[config.mk]
export PLATFORM = sky130hd
export DESIGN_NAME = quantized_u8_bias_add_flat
export DESIGN_NICKNAME = d
export VERILOG_FILES = /design/src/rtl/core/qba_pkg.sv /design/src/rtl/core/qba_in_if.sv /design/src/rtl/core/qba_out_if.sv /design/src/rtl/core/quantized_u8_bias_add.sv /design/src/flat_wrapper.sv
export SDC_FILE = /design/constraint.sdc
export NUM_CORES = 2
export LEC_CHECK = 0
export BUFFER_PORTS_ARGS = -buffer_cell sky130_fd_sc_hd__clkbuf_2
export CAP_MARGIN = 20
export CORE_MARGIN = 2
export CORE_UTILIZATION = 50
export CTS_CLUSTER_SIZE = 30
export DETAILED_ROUTE_END_ITERATION = 8
export HOLD_SLACK_MARGIN = 0.03
export PLACE_DENSITY = 0.62
export SYNTH_ARGS = -nofsm -noshare
export SYNTH_HDL_FRONTEND = slang
export SYNTH_SLANG_ARGS = --single-unit
[constraint.sdc]
create_clock -name clk -period 11.4 [get_ports clk]
set_clock_uncertainty 0.05 [all_clocks]
set_input_delay 2.85 -clock clk [delete_from_list [all_inputs] [get_ports clk]]
set_output_delay 2.85 -clock clk [all_outputs]
set_load 0.1 [all_outputs]
[src/rtl/core/qba_pkg.sv]
`timescale 1ns / 1ps

package qba_pkg;

  // Field widths
  localparam int unsigned ValueWidth = 8;
  localparam int unsigned MultWidth  = 31;
  localparam int unsigned ShiftWidth = 5;
  localparam int unsigned ShiftsRegWidth = 3 * ShiftWidth;
  localparam int unsigned CfgDataWidth = 31;
  localparam int unsigned CfgIndexWidth = 3;

  // Register stages from request to result
  localparam int unsigned PipeDepth = 7;

  // Configuration register indexes
  typedef enum logic [CfgIndexWidth-1:0] {
    REG_INPUT_ZP   = 3'd0,
    REG_BIAS_ZP    = 3'd1,
    REG_OUTPUT_ZP  = 3'd2,
    REG_INPUT_MULT = 3'd3,
    REG_BIAS_MULT  = 3'd4,
    REG_OUTPUT_MULT = 3'd5,
    REG_RIGHT_SHIFTS = 3'd6
  } qba_reg_t;

  localparam logic [MultWidth-1:0] MultReset = 31'h4000_0000;

  // Divide by 2^e, round half away from zero.
  function automatic logic signed [31:0] round_shift(input logic signed [31:0] x,
                                                     input logic [ShiftWidth-1:0] e);
    logic signed [31:0] fl;
    logic [31:0] mask;
    logic [31:0] rem;
    logic [31:0] thr;
    fl   = x >>> e;
    mask = (32'd1 << e) - 32'd1;
    rem  = x & mask;
    thr  = (mask >> 1) + {31'd0, x[31]};
    return fl + ((rem > thr) ? 32'sd1 : 32'sd0);
  endfunction

endpackage

[src/rtl/core/qba_in_if.sv]
`timescale 1ns / 1ps

interface qba_in_if;
  logic                             valid;
  logic                             ready;
  logic [qba_pkg::ValueWidth-1:0]   input_value;
  logic [qba_pkg::ValueWidth-1:0]   bias_value;

  modport source (output valid, output input_value, output bias_value, input ready);
  modport sink   (input valid, input input_value, input bias_value, output ready);
endinterface

[src/rtl/core/qba_out_if.sv]
`timescale 1ns / 1ps

interface qba_out_if;
  logic                             valid;
  logic                             ready;
  logic [qba_pkg::ValueWidth-1:0]   output_value;

  modport source (output valid, output output_value, input ready);
  modport sink   (input valid, input output_value, output ready);
endinterface

[src/rtl/core/quantized_u8_bias_add.sv]
`timescale 1ns / 1ps

// Requantizing uint8 add of an input value and its bias. Each request takes
// one input_value/bias_value pair and yields one clamped uint8 output_value,
// in order. The datapath is a seven-stage pipeline, and a request enters every
// cycle unless the result side stalls and the stages have filled. Each stage
// holds its own valid bit and loads whenever it is empty or the stage after
// it moves, so bubbles close up and the operand side keeps taking requests
// while a finished result waits in the output register, until every stage is
// full. Throughput is one request per cycle while nothing stalls; the seven
// register stages split the three multipliers and the rounding shifts between
// them.
// Configuration registers are written through cfg_wr_en/cfg_index/cfg_data
// and must only change while no request is in flight. Index 7 is ignored.
module quantized_u8_bias_add (
  input  logic                                clk,
  input  logic                                rst,
  qba_in_if.sink                              operand,
  qba_out_if.source                           result,
  input  logic                                cfg_wr_en,
  input  logic [qba_pkg::CfgIndexWidth-1:0]   cfg_index,
  input  logic [qba_pkg::CfgDataWidth-1:0]    cfg_data
);

  // ---------------------------------------------------------------------
  // Configuration registers
  // ---------------------------------------------------------------------
  logic [qba_pkg::ValueWidth-1:0]     input_zp;
  logic [qba_pkg::ValueWidth-1:0]     bias_zp;
  logic [qba_pkg::ValueWidth-1:0]     output_zp;
  logic [qba_pkg::MultWidth-1:0]      input_mult;
  logic [qba_pkg::MultWidth-1:0]      bias_mult;
  logic [qba_pkg::MultWidth-1:0]      output_mult;
  logic [qba_pkg::ShiftsRegWidth-1:0] right_shifts;

  always_ff @(posedge clk) begin
    if (rst) begin
      input_zp     <= '0;
      bias_zp      <= '0;
      output_zp    <= '0;
      input_mult   <= qba_pkg::MultReset;
      bias_mult    <= qba_pkg::MultReset;
      output_mult  <= qba_pkg::MultReset;
      right_shifts <= '0;
    end else if (cfg_wr_en) begin
      case (cfg_index)
        qba_pkg::REG_INPUT_ZP:     input_zp     <= cfg_data[qba_pkg::ValueWidth-1:0];
        qba_pkg::REG_BIAS_ZP:      bias_zp      <= cfg_data[qba_pkg::ValueWidth-1:0];
        qba_pkg::REG_OUTPUT_ZP:    output_zp    <= cfg_data[qba_pkg::ValueWidth-1:0];
        qba_pkg::REG_INPUT_MULT:   input_mult   <= cfg_data[qba_pkg::MultWidth-1:0];
        qba_pkg::REG_BIAS_MULT:    bias_mult    <= cfg_data[qba_pkg::MultWidth-1:0];
        qba_pkg::REG_OUTPUT_MULT:  output_mult  <= cfg_data[qba_pkg::MultWidth-1:0];
        qba_pkg::REG_RIGHT_SHIFTS: right_shifts <= cfg_data[qba_pkg::ShiftsRegWidth-1:0];
        default: ;
      endcase
    end
  end

  logic [qba_pkg::ShiftWidth-1:0] input_sh;
  logic [qba_pkg::ShiftWidth-1:0] bias_sh;
  logic [qba_pkg::ShiftWidth-1:0] output_sh;

  assign input_sh  = right_shifts[4:0];
  assign bias_sh   = right_shifts[9:5];
  assign output_sh = right_shifts[14:10];

  // ---------------------------------------------------------------------
  // Pipeline flow control: a stage loads when empty or when it drains.
  // ---------------------------------------------------------------------
  logic [qba_pkg::PipeDepth-1:0] vld;
  logic [qba_pkg::PipeDepth-1:0] en;

  always_comb begin
    en[qba_pkg::PipeDepth-1] = !vld[qba_pkg::PipeDepth-1] || result.ready;
    for (int k = qba_pkg::PipeDepth - 2; k >= 0; k--) begin
      en[k] = !vld[k] || en[k+1];
    end
  end

  assign operand.ready = en[0];

  always_ff @(posedge clk) begin
    if (rst) begin
      vld <= '0;
    end else begin
      if (en[0]) begin
        vld[0] <= operand.valid;
      end
      for (int k = 1; k < qba_pkg::PipeDepth; k++) begin
        if (en[k]) begin
          vld[k] <= vld[k-1];
        end
      end
    end
  end

  // ---------------------------------------------------------------------
  // Stage 1: subtract zero points and multiply. The 2^20 pre-scale is
  // folded into the SRDHM shift below: (p*2^20 + 2^30) >> 31 equals
  // (p + 2^10) >> 11, and floor division covers both signs of the nudge.
  // ---------------------------------------------------------------------
  logic signed [8:0]  off_i;
  logic signed [8:0]  off_b;
  logic signed [39:0] prod_i_next;
  logic signed [39:0] prod_b_next;
  logic signed [39:0] prod_i;
  logic signed [39:0] prod_b;

  assign off_i = $signed({1'b0, operand.input_value}) - $signed({1'b0, input_zp});
  assign off_b = $signed({1'b0, operand.bias_value}) - $signed({1'b0, bias_zp});
  assign prod_i_next = off_i * $signed({1'b0, input_mult});
  assign prod_b_next = off_b * $signed({1'b0, bias_mult});

  always_ff @(posedge clk) begin
    if (en[0]) begin
      prod_i <= prod_i_next;
      prod_b <= prod_b_next;
    end
  end

  // Stage 2: rounding high part of the operand products
  logic signed [39:0] rnd_i;
  logic signed [39:0] rnd_b;
  logic signed [28:0] hi_i;
  logic signed [28:0] hi_b;

  assign rnd_i = prod_i + 40'sd1024;
  assign rnd_b = prod_b + 40'sd1024;

  always_ff @(posedge clk) begin
    if (en[1]) begin
      hi_i <= rnd_i[39:11];
      hi_b <= rnd_b[39:11];
    end
  end

  // Stage 3: rounding right shift of each operand
  logic signed [31:0] sc_i_next;
  logic signed [31:0] sc_b_next;
  logic signed [28:0] sc_i;
  logic signed [28:0] sc_b;

  assign sc_i_next = qba_pkg::round_shift(32'(hi_i), input_sh);
  assign sc_b_next = qba_pkg::round_shift(32'(hi_b), bias_sh);

  always_ff @(posedge clk) begin
    if (en[2]) begin
      sc_i <= sc_i_next[28:0];
      sc_b <= sc_b_next[28:0];
    end
  end

  // Stage 4: sum; both operands stay within 29 bits, so no wrap occurs
  logic signed [29:0] sum;

  always_ff @(posedge clk) begin
    if (en[3]) begin
      sum <= 30'(sc_i) + 30'(sc_b);
    end
  end

  // Stage 5: output multiply
  logic signed [60:0] prod_o;

  always_ff @(posedge clk) begin
    if (en[4]) begin
      prod_o <= sum * $signed({1'b0, output_mult});
    end
  end

  // Stage 6: rounding high part of the output product
  logic signed [60:0] rnd_o;
  logic signed [29:0] hi_o;

  assign rnd_o = prod_o + 61'sh4000_0000;

  always_ff @(posedge clk) begin
    if (en[5]) begin
      hi_o <= rnd_o[60:31];
    end
  end

  // Stage 7: rounding shift, output zero point, clamp to 0..255
  logic signed [31:0] sh_o;
  logic signed [32:0] biased;
  logic [qba_pkg::ValueWidth-1:0] out_val_next;
  logic [qba_pkg::ValueWidth-1:0] out_val;

  assign sh_o   = qba_pkg::round_shift(32'(hi_o), output_sh);
  assign biased = 33'(sh_o) + $signed({25'd0, output_zp});

  always_comb begin
    if (biased < 33'sd0) begin
      out_val_next = '0;
    end else if (biased > 33'sd255) begin
      out_val_next = '1;
    end else begin
      out_val_next = biased[qba_pkg::ValueWidth-1:0];
    end
  end

  always_ff @(posedge clk) begin
    if (en[6]) begin
      out_val <= out_val_next;
    end
  end

  assign result.valid        = vld[qba_pkg::PipeDepth-1];
  assign result.output_value = out_val;

endmodule

[src/flat_wrapper.sv]
// flat-port wrapper written by rule: the top's interface ports become plain ports
module quantized_u8_bias_add_flat 
  (clk, rst, cfg_wr_en, cfg_index, cfg_data, operand_valid, operand_input_value, operand_bias_value, operand_ready, result_valid, result_output_value, result_ready);
  qba_in_if operand_i ();
  qba_out_if result_i ();
  input  logic clk;
  input  logic rst;
  input  logic cfg_wr_en;
  input  logic [qba_pkg::CfgIndexWidth-1:0] cfg_index;
  input  logic [qba_pkg::CfgDataWidth-1:0] cfg_data;
  input wire logic [$bits(operand_i.valid)-1:0] operand_valid;
  input wire logic [$bits(operand_i.input_value)-1:0] operand_input_value;
  input wire logic [$bits(operand_i.bias_value)-1:0] operand_bias_value;
  output wire logic [$bits(operand_i.ready)-1:0] operand_ready;
  output wire logic [$bits(result_i.valid)-1:0] result_valid;
  output wire logic [$bits(result_i.output_value)-1:0] result_output_value;
  input wire logic [$bits(result_i.ready)-1:0] result_ready;
  assign operand_i.valid = operand_valid;
  assign operand_i.input_value = operand_input_value;
  assign operand_i.bias_value = operand_bias_value;
  assign operand_ready = operand_i.ready;
  assign result_valid = result_i.valid;
  assign result_output_value = result_i.output_value;
  assign result_i.ready = result_ready;
  quantized_u8_bias_add u_core (.clk(clk), .rst(rst), .operand(operand_i), .result(result_i), .cfg_wr_en(cfg_wr_en), .cfg_index(cfg_index), .cfg_data(cfg_data));
endmodule
==> flow_summary_export.csv <==
group,metric,value,unit
run_status,outcome,"complete, no violations",
logic_synthesis,netlist_instances,8375,
power_and_ir_drop,pwr-share-comb,63.3,%
placed_design,place_area,77580,sq um
setup_path,cp.required,11.71,ns
floorplan,design.core.area,149600,sq um
placed_design,place_congestion,0.9584,
logic_synthesis,synth_flop_cell,"edfxtp_1",
power_and_ir_drop,power.density,165.1,nW/um^2
floorplan,num_rows,142,
logic_synthesis,yosysWarnings,0,
clock_network,cts_hold_buf,0,
placed_design,port_buffers,64,
sta,timing.final.crit_period,10.41,ns
power_and_ir_drop,internal_power,6.740,mW
floorplan,die_h,392.0,um
power_and_ir_drop,power_frac_seq,24.1,%
floorplan,die_w,392.0,um
clock_network,cts.sinks,414,
routing,routedWlPerCell,20.79,um
logic_synthesis,seq_area_frac_synth,14.67,%
logic_synthesis,synthArstFlopShare,0,%
setup_path,arrival,10.73,ns
finish,num-fill-cells,13950,
worst_hold_path,hold_class,"reg2reg",
setup_path,critical-path-max-stage-delay,0.55,ns
power_and_ir_drop,p_leak,36.37,nW
power_and_ir_drop,clkPwrFrac,12.6,%
routing,first_iter_violations,4273,
clock_network,cts_resized,0,
sta,fmax,0.09602,GHz
clock_network,clockBufferDepth,3,
sta,hold_ws,0.4006,ns
placed_design,dp_hpwl,168300,um
clock_network,tritoncts,"done",
sta,rsz0062_at_grt,"false",
sta,post-route-period-util,91.36,%
placed_design,pre_cts_ws,0.2181,ns
routing,drc,0,
sta,max_slew_margin,13.42,%
setup_path,start_kind,"flop",
setup_path,critical_path_class,"reg2reg",
global_route,grt_first_pass_wirelength,338900,um
sta,setup_viol,0,
floorplan,start_util,50.32,%
floorplan,pin_count,65,
logic_synthesis,yosysMostFrequentCell,"nand2_1",
routing,viasPerCell,5.649,
global_route,grt_max_degree,80,
sta,final_max_slew_viol_count,0,
logic_synthesis,synth_area_leaders,"fa_1 32%, edfxtp_1 11%, ha_1 10%, nand2_1 7.7%, inv_1 6.3%",
setup_path,crit_path_top_delay_cell,"nor4_4",
power_and_ir_drop,power,13.10,mW
floorplan,dieArea,153700,sq um
clock_network,clk_pin_slew_worst_paths,0.06,ns
power_and_ir_drop,vdd_ir_drop_max,226.8,uV
routing,final_antenna_net_count,0,
setup_path,critical_path.max_fanout,15,
global_route,grt_pass1_vias,59990,
routing,drt-total-wl,212800,um
sta,tns,0,ns
setup_path,crit_top_cell,"ha_1",
logic_synthesis,synth.avg_cell_area,8.988,sq um
logic_synthesis,synth_top_area_share,32.39,%
routing,dr_total_vias,57830,
clock_network,postCtsSetupBuffers,0,
finish,area_growth,5.405,%
logic_synthesis,synth_area,75280,sq um
clock_network,root_buffer,"clkbuf_16",
logic_synthesis,synth_common_cells,"1541 x nand2_1, 1267 x inv_1, 1218 x fa_1, 621 x ha_1, 431 x and2_1",
logic_synthesis,synth_edf_count,275,
clock_network,cts-buffers-inserted,50,
logic_synthesis,yosysUniqueCellTypes,98,
global_route,overflow,0,
finish,fin_nets,10070,
power_and_ir_drop,swShare,48.56,%
sta,final.setup.worst_slack,0.9851,ns
sta,tightest_slew,1.299,ns
sta,hold_viol,0,
power_and_ir_drop,power.switching,6.363,mW
finish,fin_area,79340,sq um
logic_synthesis,yosys.area.top_type,"fa_1",
global_route,grt_use_total,28.35,%
setup_path,end_kind,"flop",
routing,first_pass_iters,7,
clock_network,ctsHtreeMaxLevel,2,
clock_network,clk_latency,0.67,ns
logic_synthesis,ys_ff_latch,414,
flow_run,cap_viol_max_count,0,
global_route,antenna_found_initial,16,
finish,drive_gt1_share,5.988,%
[stage by stage]
stage	std cells	util, %
2_1_floorplan	8379	-
3_3_place_gp	10140	51.86
3_5_place_dp	10140	51.86
4_1_cts	10230	52.98
5_1_grt	10240	53.04
6_report	10240	53.04
[layout make-up]
| type | count | area, sq um | area share (%) |
|---|---|---|---|
| multi-input combinational | 6212 | 57690 | 72.71 |
| antenna | 5 | 12.51 | 0.01577 |
| clock inverter | 36 | 381.6 | 0.4810 |
| timing repair buffer | 228 | 1614 | 2.034 |
| tap | 2016 | 2522 | 3.179 |
| sequential | 414 | 11060 | 13.93 |
| clock buffer | 57 | 1297 | 1.635 |
| inverter | 1270 | 4767 | 6.008 |
[worst max-delay path: cells and delay by family (launching register included)]
family | cells | cell delay [ns]
AOI/OAI and AO/OA | 14 | 3.11
adders and majority gates | 5 | 1.37
buffers and inverters | 1 | 0.20
DFF | 1 | 0.48
muxes | 2 | 0.45
and+or+nand+nor | 16 | 4.49
[power groups by stage]
stage | Sequential (mW) | Combinational (mW) | Clock [mW]
floorplan | 2.78 | 5.98 | 0
global placement | 3.14 | 8.13 | 0
detailed placement | 3.15 | 8.22 | 0
CTS | 3.12 | 8.34 | 1.68
global route | 3.20 | 9.29 | 1.74
finish | 3.16 | 8.29 | 1.65
[layout by cell type, fill, tap and decap left out, types with 11 or more instances in the layout]
cell type / n
mux4_2: 88
a22oi_1: 17
o22ai_1: 22
nand4_1: 71
o21a_1: 50
nand2b_1: 188
o211ai_1: 24
and2_1: 431
nor2b_1: 88
a211oi_1: 19
o21ai_0: 187
nor2_1: 294
ha_1: 621
a21oi_1: 341
or3_1: 16
a21boi_0: 21
and3_1: 53
mux2_2: 20
nand3_1: 97
clkbuf_16: 50
a22o_1: 13
edfxtp_1: 275
xnor2_1: 222
fa_1: 1218
inv_1: 1267
o31ai_1: 14
dfxtp_1: 129
or2_2: 21
clkbuf_2: 63
nor4_1: 22
a31oi_1: 32
xor2_1: 91
buf_4: 161
nor3_1: 70
mux2i_1: 73
a21o_1: 63
nor3b_1: 11
nand2_1: 1540
o21bai_1: 12
[registers in the layout, summed over array words and instances, names as in the netlist]
signal                      flops
u_core.prod_o                  31
u_core.input_zp                 8
u_core.prod_i                  30
u_core.output_zp                8
u_core.result.output_value      8
u_core.right_shifts            15
u_core.vld                      7
u_core.input_mult              31
u_core.bias_mult               31
u_core.hi_i                    29
u_core.output_mult             31
u_core.sum                     30
u_core.hi_o                    30
u_core.hi_b                    29
u_core.sc_i                    29
u_core.bias_zp                  8
u_core.prod_b                  30
u_core.sc_b                    29
[logic make-up (layout without fill, tap and decap cells)]
kind of cell,count (synthesis),count (layout),synth area share (%)
fa+ha+maj,1839,1839,42.71
xor+xnor,325,325,3.781
simple gates,2956,2956,18.43
buf+inv,1753,1591,8.884
flops,414,414,14.67
mux,192,192,4.247
other cells,2,11,0.009977
compound gates,894,894,7.264
[routing by layer]
metal | routed length, um | GRT usage (%) | vias to the layer above
met4 | 9043 | 10.42 | 16
li1 | - | - | 26110
met5 | 103 | 0 | -
met3 | 16530 | 4.625 | 419
met2 | 99020 | 46.27 | 2095
met1 | 88120 | 38.05 | 29200
[final timing paths]
| path | from | to | slack (ns) | depth (start not counted) |
|---|---|---|---|---|
| setup / recovery | u_core.right_shifts[13] | u_core.result.output_value[6] | 0.99 | 38 |
| hold / removal | u_core.vld[0] | u_core.vld[1] | 0.40 | 2 |
| hold reg to reg | u_core.vld[0] | u_core.vld[1] | 0.40 | 2 |
| setup reg to reg | u_core.right_shifts[13] | u_core.result.output_value[6] | 0.99 | 38 |
Power figures use the tool's default switching activity.
